### src/fbrle_pkg.sv
// shared types and constants of the glyph rle decoder
`default_nettype none
package fbrle_pkg;

  localparam int ByteBits   = 8;
  localparam int ValueBits  = 8;
  localparam int LenBits    = 6;
  localparam int WidthBits  = 4;
  localparam int FillBits   = 4;
  localparam int RepBits    = 4;
  localparam int IdxBits    = 3;

  localparam logic [RepBits-1:0]   RepeatLimit = 4'd11;
  localparam logic [FillBits-1:0]  CountBits   = 4'd6;
  localparam logic [WidthBits-1:0] WidthReset  = 4'd4;
  localparam logic [WidthBits-1:0] WidthMax    = 4'd8;
  localparam logic [WidthBits-1:0] WidthMin    = 4'd1;

  typedef enum logic [1:0] {
    MODE_SINGLE = 2'd0,
    MODE_REPEAT = 2'd1,
    MODE_COUNT  = 2'd2,
    MODE_AFTER  = 2'd3
  } mode_t;

  typedef enum logic [1:0] {
    ST_IDLE  = 2'd0,
    ST_RUN   = 2'd1,
    ST_FLUSH = 2'd2
  } state_t;

  typedef struct packed {
    logic load;
    logic step;
    logic push;
    logic push_last;
  } cmd_t;

  typedef struct packed {
    logic emit;
    logic pend_valid;
    logic out_free;
    logic bit_last;
  } status_t;

endpackage
`default_nettype wire

### src/fbrle_ctrl.sv
// controller: sequences the eight bits of one request and drains the held run
`default_nettype none
module fbrle_ctrl (
  input  wire logic             clk,
  input  wire logic             rst,
  input  wire logic             s_tvalid,
  output logic                  s_tready,
  input  wire fbrle_pkg::status_t st,
  output fbrle_pkg::cmd_t       cmd
);

  fbrle_pkg::state_t state, state_next;

  always_ff @(posedge clk) begin
    if (rst) begin
      state <= fbrle_pkg::ST_IDLE;
    end else begin
      state <= state_next;
    end
  end

  always_comb begin
    state_next = state;
    case (state)
      fbrle_pkg::ST_IDLE: begin
        if (s_tvalid) state_next = fbrle_pkg::ST_RUN;
      end
      fbrle_pkg::ST_RUN: begin
        if (!(st.emit && st.pend_valid && !st.out_free) && st.bit_last) begin
          state_next = fbrle_pkg::ST_FLUSH;
        end
      end
      fbrle_pkg::ST_FLUSH: begin
        if (!st.pend_valid || st.out_free) state_next = fbrle_pkg::ST_IDLE;
      end
      default: state_next = fbrle_pkg::ST_IDLE;
    endcase
  end

  always_comb begin
    s_tready = 1'b0;
    cmd      = '0;
    case (state)
      fbrle_pkg::ST_IDLE: begin
        s_tready = 1'b1;
        cmd.load = s_tvalid;
      end
      fbrle_pkg::ST_RUN: begin
        // hold the bit when a second run is due and the output is still full
        if (!(st.emit && st.pend_valid && !st.out_free)) begin
          cmd.step = 1'b1;
          cmd.push = st.emit && st.pend_valid;
        end
      end
      fbrle_pkg::ST_FLUSH: begin
        cmd.push      = st.pend_valid && st.out_free;
        cmd.push_last = 1'b1;
      end
      default: begin
        s_tready = 1'b0;
      end
    endcase
  end

endmodule
`default_nettype wire

### src/fbrle_dp.sv
// datapath: bit decoder state, held run and output register
`default_nettype none
module fbrle_dp (
  input  wire logic                 clk,
  input  wire logic                 rst,
  input  wire logic [7:0]           s_tdata,
  input  wire logic                 s_tuser,
  input  wire logic                 cfg_valid,
  input  wire logic [3:0]           cfg_data,
  output logic                      m_tvalid,
  input  wire logic                 m_tready,
  output logic [15:0]               m_tdata,
  output logic                      m_tlast,
  input  wire fbrle_pkg::cmd_t      cmd,
  output fbrle_pkg::status_t        st
);

  logic [fbrle_pkg::WidthBits-1:0] bpp;
  logic [fbrle_pkg::ByteBits-1:0]  shreg;
  logic [fbrle_pkg::IdxBits-1:0]   bit_idx;

  fbrle_pkg::mode_t                mode, mode_next;
  logic [fbrle_pkg::ValueBits-1:0] prev, prev_next;
  logic [fbrle_pkg::RepBits-1:0]   rcnt, rcnt_next;
  logic [fbrle_pkg::ValueBits-1:0] acc, acc_next;
  logic [fbrle_pkg::FillBits-1:0]  fill, fill_next;
  logic                            started, started_next;

  logic                            pend_valid;
  logic [fbrle_pkg::ValueBits-1:0] pend_val;
  logic [fbrle_pkg::LenBits-1:0]   pend_len;
  logic [fbrle_pkg::ValueBits-1:0] out_val;
  logic [fbrle_pkg::LenBits-1:0]   out_len;

  logic                            cur_bit;
  logic [fbrle_pkg::WidthBits-1:0] w;
  logic [fbrle_pkg::ValueBits-1:0] mask;
  logic [fbrle_pkg::ValueBits-1:0] acc_sh;
  logic [fbrle_pkg::FillBits-1:0]  fill_inc;
  logic [fbrle_pkg::RepBits-1:0]   rcnt_inc;
  logic [fbrle_pkg::ValueBits-1:0] lit;
  logic                            emit;
  logic [fbrle_pkg::ValueBits-1:0] run_val;
  logic [fbrle_pkg::LenBits-1:0]   run_len;

  assign cur_bit  = shreg[fbrle_pkg::ByteBits-1];
  assign fill_inc = fill + 4'd1;
  assign rcnt_inc = rcnt + 4'd1;

  // clamp the literal width to 1..8
  always_comb begin
    if (bpp == '0) begin
      w = fbrle_pkg::WidthMin;
    end else if (bpp > fbrle_pkg::WidthMax) begin
      w = fbrle_pkg::WidthMax;
    end else begin
      w = bpp;
    end
  end

  assign mask = 8'hFF >> (fbrle_pkg::WidthMax - w);
  assign lit  = acc_sh & mask;

  always_comb begin
    mode_next    = mode;
    prev_next    = prev;
    rcnt_next    = rcnt;
    acc_next     = acc;
    fill_next    = fill;
    started_next = started;
    emit         = 1'b0;
    run_val      = prev;
    run_len      = 6'd1;
    acc_sh       = {acc[6:0], cur_bit};
    case (mode)
      fbrle_pkg::MODE_SINGLE, fbrle_pkg::MODE_AFTER: begin
        if (fill_inc >= w) begin
          emit         = 1'b1;
          run_val      = lit;
          prev_next    = lit;
          started_next = 1'b1;
          acc_next     = '0;
          fill_next    = '0;
          rcnt_next    = '0;
          // only a plain literal equal to the last one opens repeat mode
          if (mode == fbrle_pkg::MODE_SINGLE && started && lit == prev) begin
            mode_next = fbrle_pkg::MODE_REPEAT;
          end else begin
            mode_next = fbrle_pkg::MODE_SINGLE;
          end
        end else begin
          acc_next  = acc_sh;
          fill_next = fill_inc;
        end
      end
      fbrle_pkg::MODE_REPEAT: begin
        if (cur_bit) begin
          if (rcnt_inc >= fbrle_pkg::RepeatLimit) begin
            rcnt_next = '0;
            acc_next  = '0;
            fill_next = '0;
            mode_next = fbrle_pkg::MODE_COUNT;
          end else begin
            rcnt_next = rcnt_inc;
            emit      = 1'b1;
          end
        end else begin
          rcnt_next = '0;
          acc_next  = '0;
          fill_next = '0;
          mode_next = fbrle_pkg::MODE_AFTER;
        end
      end
      fbrle_pkg::MODE_COUNT: begin
        acc_sh = {2'b00, acc[4:0], cur_bit};
        if (fill_inc >= fbrle_pkg::CountBits) begin
          run_len   = acc_sh[fbrle_pkg::LenBits-1:0];
          emit      = (acc_sh[fbrle_pkg::LenBits-1:0] != '0);
          acc_next  = '0;
          fill_next = '0;
          mode_next = fbrle_pkg::MODE_AFTER;
        end else begin
          acc_next  = acc_sh;
          fill_next = fill_inc;
        end
      end
      default: begin
        mode_next = fbrle_pkg::MODE_SINGLE;
      end
    endcase
  end

  // configuration register
  always_ff @(posedge clk) begin
    if (rst) begin
      bpp <= fbrle_pkg::WidthReset;
    end else if (cfg_valid) begin
      bpp <= cfg_data;
    end
  end

  // byte shifter
  always_ff @(posedge clk) begin
    if (rst) begin
      bit_idx <= '0;
    end else if (cmd.load) begin
      bit_idx <= '0;
    end else if (cmd.step) begin
      bit_idx <= bit_idx + 3'd1;
    end
  end

  always_ff @(posedge clk) begin
    if (cmd.load) begin
      shreg <= s_tdata;
    end else if (cmd.step) begin
      shreg <= {shreg[6:0], 1'b0};
    end
  end

  // decoder state
  always_ff @(posedge clk) begin
    if (rst || (cmd.load && s_tuser)) begin
      mode    <= fbrle_pkg::MODE_SINGLE;
      prev    <= '0;
      rcnt    <= '0;
      acc     <= '0;
      fill    <= '0;
      started <= 1'b0;
    end else if (cmd.step) begin
      mode    <= mode_next;
      prev    <= prev_next;
      rcnt    <= rcnt_next;
      acc     <= acc_next;
      fill    <= fill_next;
      started <= started_next;
    end
  end

  // held run: waits until it is known whether it ends the byte
  always_ff @(posedge clk) begin
    if (rst) begin
      pend_valid <= 1'b0;
    end else if (cmd.step && emit) begin
      pend_valid <= 1'b1;
    end else if (cmd.push) begin
      pend_valid <= 1'b0;
    end
  end

  always_ff @(posedge clk) begin
    if (cmd.step && emit) begin
      pend_val <= run_val;
      pend_len <= run_len;
    end
  end

  // output register
  always_ff @(posedge clk) begin
    if (rst) begin
      m_tvalid <= 1'b0;
    end else if (cmd.push) begin
      m_tvalid <= 1'b1;
    end else if (m_tready) begin
      m_tvalid <= 1'b0;
    end
  end

  always_ff @(posedge clk) begin
    if (cmd.push) begin
      out_val <= pend_val;
      out_len <= pend_len;
      m_tlast <= cmd.push_last;
    end
  end

  assign m_tdata = {2'b00, out_len, out_val};

  assign st.emit       = emit;
  assign st.pend_valid = pend_valid;
  assign st.out_free   = !m_tvalid || m_tready;
  assign st.bit_last   = (bit_idx == 3'd7);

  a_pend_len: assert property (@(posedge clk) disable iff (rst)
    pend_valid |-> pend_len != '0)
    else $error("held run has zero length");

  a_push_free: assert property (@(posedge clk) disable iff (rst)
    cmd.push |-> (!m_tvalid || m_tready) && pend_valid)
    else $error("push into a busy output or from an empty hold");

  a_count_clear: assert property (@(posedge clk) disable iff (rst)
    mode == fbrle_pkg::MODE_COUNT |-> rcnt == '0 && fill < fbrle_pkg::CountBits)
    else $error("count mode entered with stale counters");

  a_repeat_cnt: assert property (@(posedge clk) disable iff (rst)
    rcnt < fbrle_pkg::RepeatLimit)
    else $error("repeat counter past its limit");

endmodule
`default_nettype wire

### src/font_bitmap_rle_decoder_core.sv
// top level of the glyph rle decoder: controller plus datapath
// path: each decoded run waits in the one-run hold and moves to the output register when the
//   next run is decoded or, for the byte's last run, in the drain state with m_tlast set
// throughput: one accept, eight bit steps and one drain per byte, one bit
//   per cycle through the decoder; output stalls hold the bit cycle where a second run waits, and the drain
// reset: rst is synchronous and active high; clears decoder state, sets bits_per_pixel to 4
`default_nettype none
module font_bitmap_rle_decoder_core (
  input  wire logic        clk,
  input  wire logic        rst,
  // input requests
  input  wire logic        s_tvalid,
  output logic             s_tready,
  input  wire logic [7:0]  s_tdata,   // [7:0] data_byte
  input  wire logic        s_tuser,   // [0] start_of_glyph
  // configuration write: bits_per_pixel
  input  wire logic        cfg_valid,
  output logic             cfg_ready,
  input  wire logic [3:0]  cfg_data,
  // decoded runs
  output logic             m_tvalid,
  input  wire logic        m_tready,
  output logic [15:0]      m_tdata,   // [7:0] pixel_value, [13:8] run_length, [15:14] zero
  output logic             m_tlast    // last_of_byte
);

  fbrle_pkg::cmd_t    cmd;
  fbrle_pkg::status_t st;

  // the register takes a write at any cycle
  assign cfg_ready = 1'b1;

  // controller: accept, step through bits, drain the held run with last set
  fbrle_ctrl u_ctrl (
    .clk      (clk),
    .rst      (rst),
    .s_tvalid (s_tvalid),
    .s_tready (s_tready),
    .st       (st),
    .cmd      (cmd)
  );

  // datapath: decoder state, one-run hold so the byte's last run can be marked,
  // and the output register that frees the input side
  fbrle_dp u_dp (
    .clk       (clk),
    .rst       (rst),
    .s_tdata   (s_tdata),
    .s_tuser   (s_tuser),
    .cfg_valid (cfg_valid),
    .cfg_data  (cfg_data),
    .m_tvalid  (m_tvalid),
    .m_tready  (m_tready),
    .m_tdata   (m_tdata),
    .m_tlast   (m_tlast),
    .cmd       (cmd),
    .st        (st)
  );

endmodule
`default_nettype wire
### config.mk
export PLATFORM = sky130hd
export DESIGN_NAME = font_bitmap_rle_decoder_core
export DESIGN_NICKNAME = d
export VERILOG_FILES = /design/src/fbrle_pkg.sv /design/src/fbrle_ctrl.sv /design/src/fbrle_dp.sv /design/src/font_bitmap_rle_decoder_core.sv
export SDC_FILE = /design/constraint.sdc
export NUM_CORES = 1
export LEC_CHECK = 0
export ABC_AREA = 1
export BUFFER_PORTS_ARGS = -buffer_cell sky130_fd_sc_hd__buf_2
export CORE_AREA = 8 8 84 105
export DETAILED_ROUTE_END_ITERATION = 7
export DIE_AREA = 0 0 92 113
export HOLD_SLACK_MARGIN = 0.1
export MAX_ROUTING_LAYER = met4
export PLACE_DENSITY_LB_ADDON = 0.12
export SYNTH_ARGS = -nofsm -noshare
export SYNTH_HDL_FRONTEND = slang
export SYNTH_SLANG_ARGS = --single-unit
### constraint.sdc
create_clock -name clk -period 4.75 [get_ports clk]
set_input_delay 0.2375 -clock clk [delete_from_list [all_inputs] [get_ports clk]]
set_output_delay 0.2375 -clock clk [all_outputs]
set_load 0.005 [all_outputs]
# After elaboration in Yosys (flattened, before gate mapping)
# Cells that the tools add are included.
# Widths: inputs -> output; s select.
dict set report totals {
  inputBits 18
  regBits 74
  elab_cells 117
  out_inout_bits 20
}
dict set report op_classes {
  n_eq_ne 13
  shifts 1
  n_lt_le_gt_ge 4
  add_sub_neg 4
  n_reduce_logical 31
  muxes 46
  bitwise 1
}
# operator count
set op_table {}
lappend op_table {{$mux 8} 5}
lappend op_table {{$mux 4} 9}
lappend op_table {{$mux 7} 3}
lappend op_table {{$pmux 7 s3} 1}
lappend op_table {{$mux 2} 8}
lappend op_table {{$mux 1} 13}
lappend op_table {{$pmux 2 s3} 2}
lappend op_table {{$pmux 4 s3} 1}
lappend op_table {{$reduce_and 3->1} 3}
lappend op_table {{$add 4x1->4 const B} 2}
lappend op_table {{$and 8x8->8} 1}
lappend op_table {{$eq 8x8->1} 1}
lappend op_table {{$logic_and 1x1->1} 8}
lappend op_table {{$ne 2x1->1 const B} 4}
lappend op_table {{$pmux 4 s2} 1}
lappend op_table {{$reduce_bool 2->1} 4}
lappend op_table {{$shr 8x4->8 const A} 1}
lappend op_table {{$eq 2x2->1 const B} 3}
lappend op_table {{$mux 6} 1}
lappend op_table {{$reduce_bool 6->1} 1}
lappend op_table {{$eq 2x1->1 const B} 2}
lappend op_table {{$ge 4x3->1 const B} 1}
lappend op_table {{$ge 4x4->1} 1}
lappend op_table {{$ge 4x4->1 const B} 1}
lappend op_table {{other kinds (15)} 23}

# Depth between registers and ports, before layout
dict set report logic_depth {
  word_depth 12
  ltp_mapped 15
  depth_no_buf 15
}

# Modules after synthesis
# Synthesis repeated with hierarchy kept, for this count alone.
dict set report unflattened {
  hier_cells 427
  area_unflattened_um2 3693.5
}
# mod cells_each area_each_um2 seq_area_each_um2 instances
set modules_own_cells {}
lappend modules_own_cells {fbrle_dp 391 3450.8 1811.7 1}
lappend modules_own_cells {fbrle_ctrl 34 231.5 40.0 1}
lappend modules_own_cells {font_bitmap_rle_decoder_core 2 11.3 0.0 1}

# Worst setup path before layout
# Ideal clock, no wire load.
dict set report synth_timing {
  path_kind {register to register}
  startpoint {register u_dp.fill[1] (netlist bit)}
  endpoint {register u_dp.shreg[0] (netlist bit) (enable)}
  setup_time_ps 329
  path_slack_ps 2219
  path_buffers 2
  arrival_time_ps 2202
  stages_incl_launch_ff 14
  synth_period_minus_slack_ps 2531
  path_cell_list {dfxtp_1 > inv_1 > ha_1 > inv_1 > ha_1 > inv_1 > o21bai_1 > nand3_1 > nand4_1 > nand4_4 > nand2_2 > buf_6 > buf_6 > nand2_1}
}
dict set report synth_between {
  elab_chain_len 9
  word_cells_on_any_way 11
  classes_between {add/sub (1); order compare (2); mux (5); reduce/logical (3)}
}
# element line_no
set synth_rtl {}
lappend synth_rtl {{from (decl)} fbrle_dp.sv:26} ;# logic [fbrle_pkg::FillBits-1:0] fill, fill_next;
lappend synth_rtl {{from (signal assigned)} fbrle_dp.sv:175} ;# fill <= fill_next;
lappend synth_rtl {{$add 4x1->4 *} fbrle_dp.sv:47} ;# assign fill_inc = fill + 4'd1;
lappend synth_rtl {{$ge 4x3->1 / $ge 4x4->1 (equally long branches)} {fbrle_dp.sv:116, fbrle_dp.sv:77}}
lappend synth_rtl {{$mux 1 (on tied branches)} {fbrle_dp.sv:116, fbrle_dp.sv:77}}
lappend synth_rtl {{$pmux 1 s3 *} fbrle_dp.sv:75} ;# case (mode)
lappend synth_rtl {{$logic_and 1x1->1 * (2 in series)} fbrle_ctrl.sv:50} ;# if (!(st.emit && st.pend_valid && !st.out_free)) begin
lappend synth_rtl {{$mux 2 *} fbrle_ctrl.sv:50}
lappend synth_rtl {{$mux 1 *} fbrle_ctrl.sv:43} ;# case (state)
lappend synth_rtl {{$reduce_bool 2->1 (no line) *} --}
lappend synth_rtl {{to (signal assigned)} fbrle_dp.sv:155} ;# shreg <= s_tdata;
lappend synth_rtl {{to (signal assigned)} fbrle_dp.sv:157} ;# shreg <= {shreg[6:0], 1'b0};
lappend synth_rtl {{to (decl)} fbrle_dp.sv:19} ;# logic [fbrle_pkg::ByteBits-1:0] shreg;
# Every way passes the cells marked *; elsewhere a longest branch is shown, timed or not.
# A chain may end at the register's enable or synchronous reset.

# Worst setup path after layout
dict set report layout_timing {
  startpoint {register u_dp.fill[0] (netlist bit)}
  endpoint {register u_dp.pend_val[6] (netlist bit) (enable)}
}
dict set report layout_between {
  elab_chain_len 9
  word_cells_on_any_way 11
  classes_between {add/sub (1); order compare (2); mux (5); reduce/logical (3)}
}
# element line_no
set layout_rtl {}
lappend layout_rtl {{$add 4x1->4 *} fbrle_dp.sv:47}
lappend layout_rtl {{$ge 4x3->1 / $ge 4x4->1 (equally long branches)} {fbrle_dp.sv:116, fbrle_dp.sv:77}}
lappend layout_rtl {{$mux 1 (on tied branches)} {fbrle_dp.sv:116, fbrle_dp.sv:77}}
lappend layout_rtl {{$pmux 1 s3 *} fbrle_dp.sv:75}
lappend layout_rtl {{$logic_and 1x1->1 (2 in series)} fbrle_ctrl.sv:50}
lappend layout_rtl {{$mux 2} fbrle_ctrl.sv:50}
lappend layout_rtl {{$mux 1} fbrle_ctrl.sv:43}
lappend layout_rtl {{$logic_and 1x1->1 *} fbrle_dp.sv:192} ;# if (cmd.step && emit) begin
lappend layout_rtl {{to (signal assigned)} fbrle_dp.sv:193} ;# pend_val <= run_val;
lappend layout_rtl {{to (decl)} fbrle_dp.sv:30} ;# logic [fbrle_pkg::ValueBits-1:0] pend_val;
# Marked as above.

==> run summary <==
The run finished with clean final reports. By count the netlist is led by 111 x nand2_1, 56 x inv_1, 56 x nor2_1, 37 x dfxtp_1, 37 x edfxtp_1. The max-slew headroom at the worst pin is 56.7%. The number of failing hold endpoints at the final stage is 0.

STA classifies the critical path startpoint as a register. The highest fanout seen on the critical path came out at 14. The repair_antennas step left the layout with diodes totalling 0. The required time of the critical path is around 4.7 ns. In this run, post-CTS repair resized a total of 0 instances. The distinct cell type count after synthesis came out at 32. The overall track demand over capacity in global routing is ~15%.

The total count of max-transition violations in the final report came to 0. The leakage power total came out at 1.79 nW. The first global-routing pass estimated between 10,000 and 15,000 um of wire. The height of the die is 113 um. For this run, design rule violations remaining after detail routing come to 0. The core box area is between 0.007 and 0.008 mm^2. The row count is 35. The detailed router used layers up to and including met4. The worst hold path begins at cfg_data[0]. The number of optimization iterations in the first detailed-route pass came out at 4. The net count of the finished layout is 507. The standard cell area after detailed placement is 0.00384 mm^2.

Setup repair after global routing left no endpoint under its margin. The detailed-route vias per instance came out at about 4.9. Summed over all layers, the global routing overflow is 0.

In this run the worst setup path begins at u_dp.fill[0]. The signal on the critical path passes through nand4_1 -> nand2_1 -> inv_1 -> ha_1 -> a21oi_1 -> nand4_1 -> nand4_4 -> nand4_1 -> inv_1. Synthesis inferred between 70 and 80 register bits.

The synthesized netlist occupies a cell area of 0.00362 mm^2. The number of violations reported at the end of detailed-routing iteration 0 is around 140. The count of buffers from port buffering is 34. The critical path in this run is classified as reg2reg. The source-to-sink clock delay at the later pin of the worst-skew pair is 0.35 ns. Among all flip-flop cells after synthesis, the most frequent one is edfxtp_1. The number of global-route vias before repair was 2,736. The number of buffers and inverters on the critical path is 2.

The post-synthesis cell type with the largest combined area is edfxtp_1. The H-tree was split into 3 levels. TritonCTS built the clock tree. The tightest min-delay check is of the in2reg type. The final clock skew came out at approximately 0.0094 ns. The maximum VDD drop is about 0.27 mV.

The placed wire-length estimate after detailed placement is roughly 5400 um. The top achievable clock speed is roughly 340 MHz. The transition time of the tightest slew-check pin is between 0.6 and 0.7 ns. The cell with the biggest individual delay on the critical path is dfxtp_1.

After routing, the total negative slack on setup checks comes to 0 ns. The worst path arrival time came out at 2.90 ns. The share of Yosys cell area claimed by the top area cell type came out at 30.7%. The instance count of the mapped netlist came out at 430.

The biggest cell delay along the critical path came out at roughly 0.45 ns. For this design the top-level I/O count stands at 38. The clock period minus final worst setup slack came out at 2.91 ns.

The startpoint identified for the worst register-to-register timing path is u_dp.fill[0]. The clock-pin slew on the worst setup and hold paths came out at 0.08 ns. The routed wire length came out at between 7000 and 8000 um. The pin count of the biggest net entering global routing is 21. The starting density of the core is around 50%.

The tool flagged a number of max-cap violations equal to 0. The total routed wire length on the met1 layer came out at 3150 um. The share of the yosys chip area belonging to registers came out at 51.2%. The share of synthesized flip-flops with an asynchronous set or reset is 0%.

In the post-synthesis netlist, the biggest area contributors are edfxtp_1 31%, dfxtp_1 20%, nand2_1 12%, ha_1 6.9%, inv_1 5.8%. In this run the clock root is driven by a clkbuf_8. Among cell families on the critical path, the largest total delay comes from simple AND/OR/NAND/NOR gates.

The type of destination of the critical path is a register. The number of buffers created by CTS is 9. The routed wire length per instance is ~13 um. The most common cell in the synthesized netlist is nand2_1. The power density over the cells came out at roughly 570 mW/mm^2.

The count of antenna-violating nets left after detailed routing is 0. The setup slack on the worst flop-to-flop path is 1.84 ns. Measured along the x axis, the die boundary spans approximately 92 um.

After layout, the worst path uses between 60 and 70% of the clock period. Cells with a size suffix above 1 make up between 10 and 15% of the layout. The full die area is between 0.01 and 0.015 mm^2. The post-CTS setup buffer count is 0. The number of setup violations in the final report came out at 0. The synthesized area per cell came out at between 8 and 9 um^2.

Detailed routing inserted a total of around 2.8k vias. The maximum number of buffers from clock root to sink came out at 2. The total of hold buffers inserted after clock tree synthesis is 3.

The synthesis-to-layout area growth came out at 13.0%. The amount of wire on met2 after detailed routing came out at 3570 um. The final design instance area without fill came out at a little over 0.004 mm^2. The number of enable-type register cells in the synthesized netlist came out at 37. The most used cell along the critical path is nand4_1. The met3 wirelength from detailed routing came out at roughly 310 um. The number of antenna violations at the first check in global routing came out at 0. The number of sinks driven by the clock tree is 74. The routability-driven placement congestion ratio came out at about 0.9. The yosys synthesis warning count is 0.
[cell type report]
class / count / area (um^2)
Timing Repair Buffer: 38 / 208
Tap cell: 92 / 115
Clock inverter: 7 / 92.6
Multi-Input combinational cell: 290 / 1490
Fill cell: 681 / 3100
Sequential cell: 74 / 1850
Clock buffer: 9 / 124
Inverter: 56 / 210
[report_power, final]
part | switching, mW | internal, mW | leakage [nW] | total [mW]
Combinational | 0.560 | 0.258 | 1.04 | 0.818
Clock | 0.240 | 0.295 | 0.103 | 0.535
Sequential | 0.0939 | 0.870 | 0.641 | 0.964
[layout by cell type (no fill, tap or decap), types with 2 or more instances in the layout]
master / n
a21oi_1: 26
dlygate4sd3_1: 3
nand2_2: 3
nand3_1: 14
o21ai_0: 24
clkinvlp_4: 2
o21bai_1: 2
nand2_1: 111
buf_2: 34
bufinv_16: 2
nor2_1: 56
ha_1: 20
xor2_1: 3
conb_1: 3
o211ai_1: 2
nand4_1: 13
inv_1: 56
edfxtp_1: 37
clkbuf_8: 9
dfxtp_1: 37
o21ai_1: 2
[worst min-delay path, stage by stage]
cell and delay, ns:
buf_2 0.08, nor2_1 0.03, nor2_1 0.09
[through the flow]
stage	util (%)	cells	hold slack (ns)	total power [mW]	worst slack, ns
2_1_floorplan	-	431	0.307	1.61	2.22
3_3_place_gp	53.5	547	0.401	1.77	2.04
3_5_place_dp	53.5	547	0.406	1.79	1.89
4_1_cts	56.9	566	0.105	2.34	1.86
5_1_grt	56.9	566	0.130	2.50	1.58
6_report	56.9	566	0.117	2.32	1.84
[final timing paths]
| check | depth (start not counted) | end |
|---|---|---|
| max reg2reg | 9 | u_dp.pend_val[6] |
| max | 9 | u_dp.pend_val[6] |
| min | 3 | u_dp.bpp[0] |
| min reg2reg | 0 | u_dp.out_val[6] |
[per-layer routing]
layer	GRT usage, %	up-vias
li1	-	1462
met1	15.8	1263
met2	25.4	58
met3	2.78	18
met4	8.30	0
met5	-	-
[state kept, by name, summed over array words and instances (netlist names)]
| name | flops |
|---|---|
| u_dp.out_val | 8 |
| u_dp.pend_valid | 1 |
| u_dp.acc | 7 |
| u_dp.started | 1 |
| u_dp.pend_val | 8 |
| u_dp.bit_idx | 3 |
| u_dp.fill | 4 |
| u_dp.shreg | 8 |
| u_dp.m_tvalid | 1 |
| u_dp.out_len | 6 |
| u_dp.prev | 8 |
| u_dp.mode | 2 |
| u_dp.bpp | 4 |
| u_ctrl.state | 2 |
| u_dp.pend_len | 6 |
| u_dp.m_tlast | 1 |
| u_dp.rcnt | 4 |
[logic make-up (layout without fill, tap and decap cells)]
family                     Yosys count  count (layout)  synth area share [%]
AOI/OAI and AO/OA                   59              59                  8.65
xor gates and xnor gates             4               4                 0.969
adders and majority gates           20              20                  6.92
buffers and inverters               67             110                  7.82
DFF                                 74              74                  51.2
other                                2               3                 0.208
and+or+nand+nor                    204             204                  24.2
(Power assumes the default switching activity.)
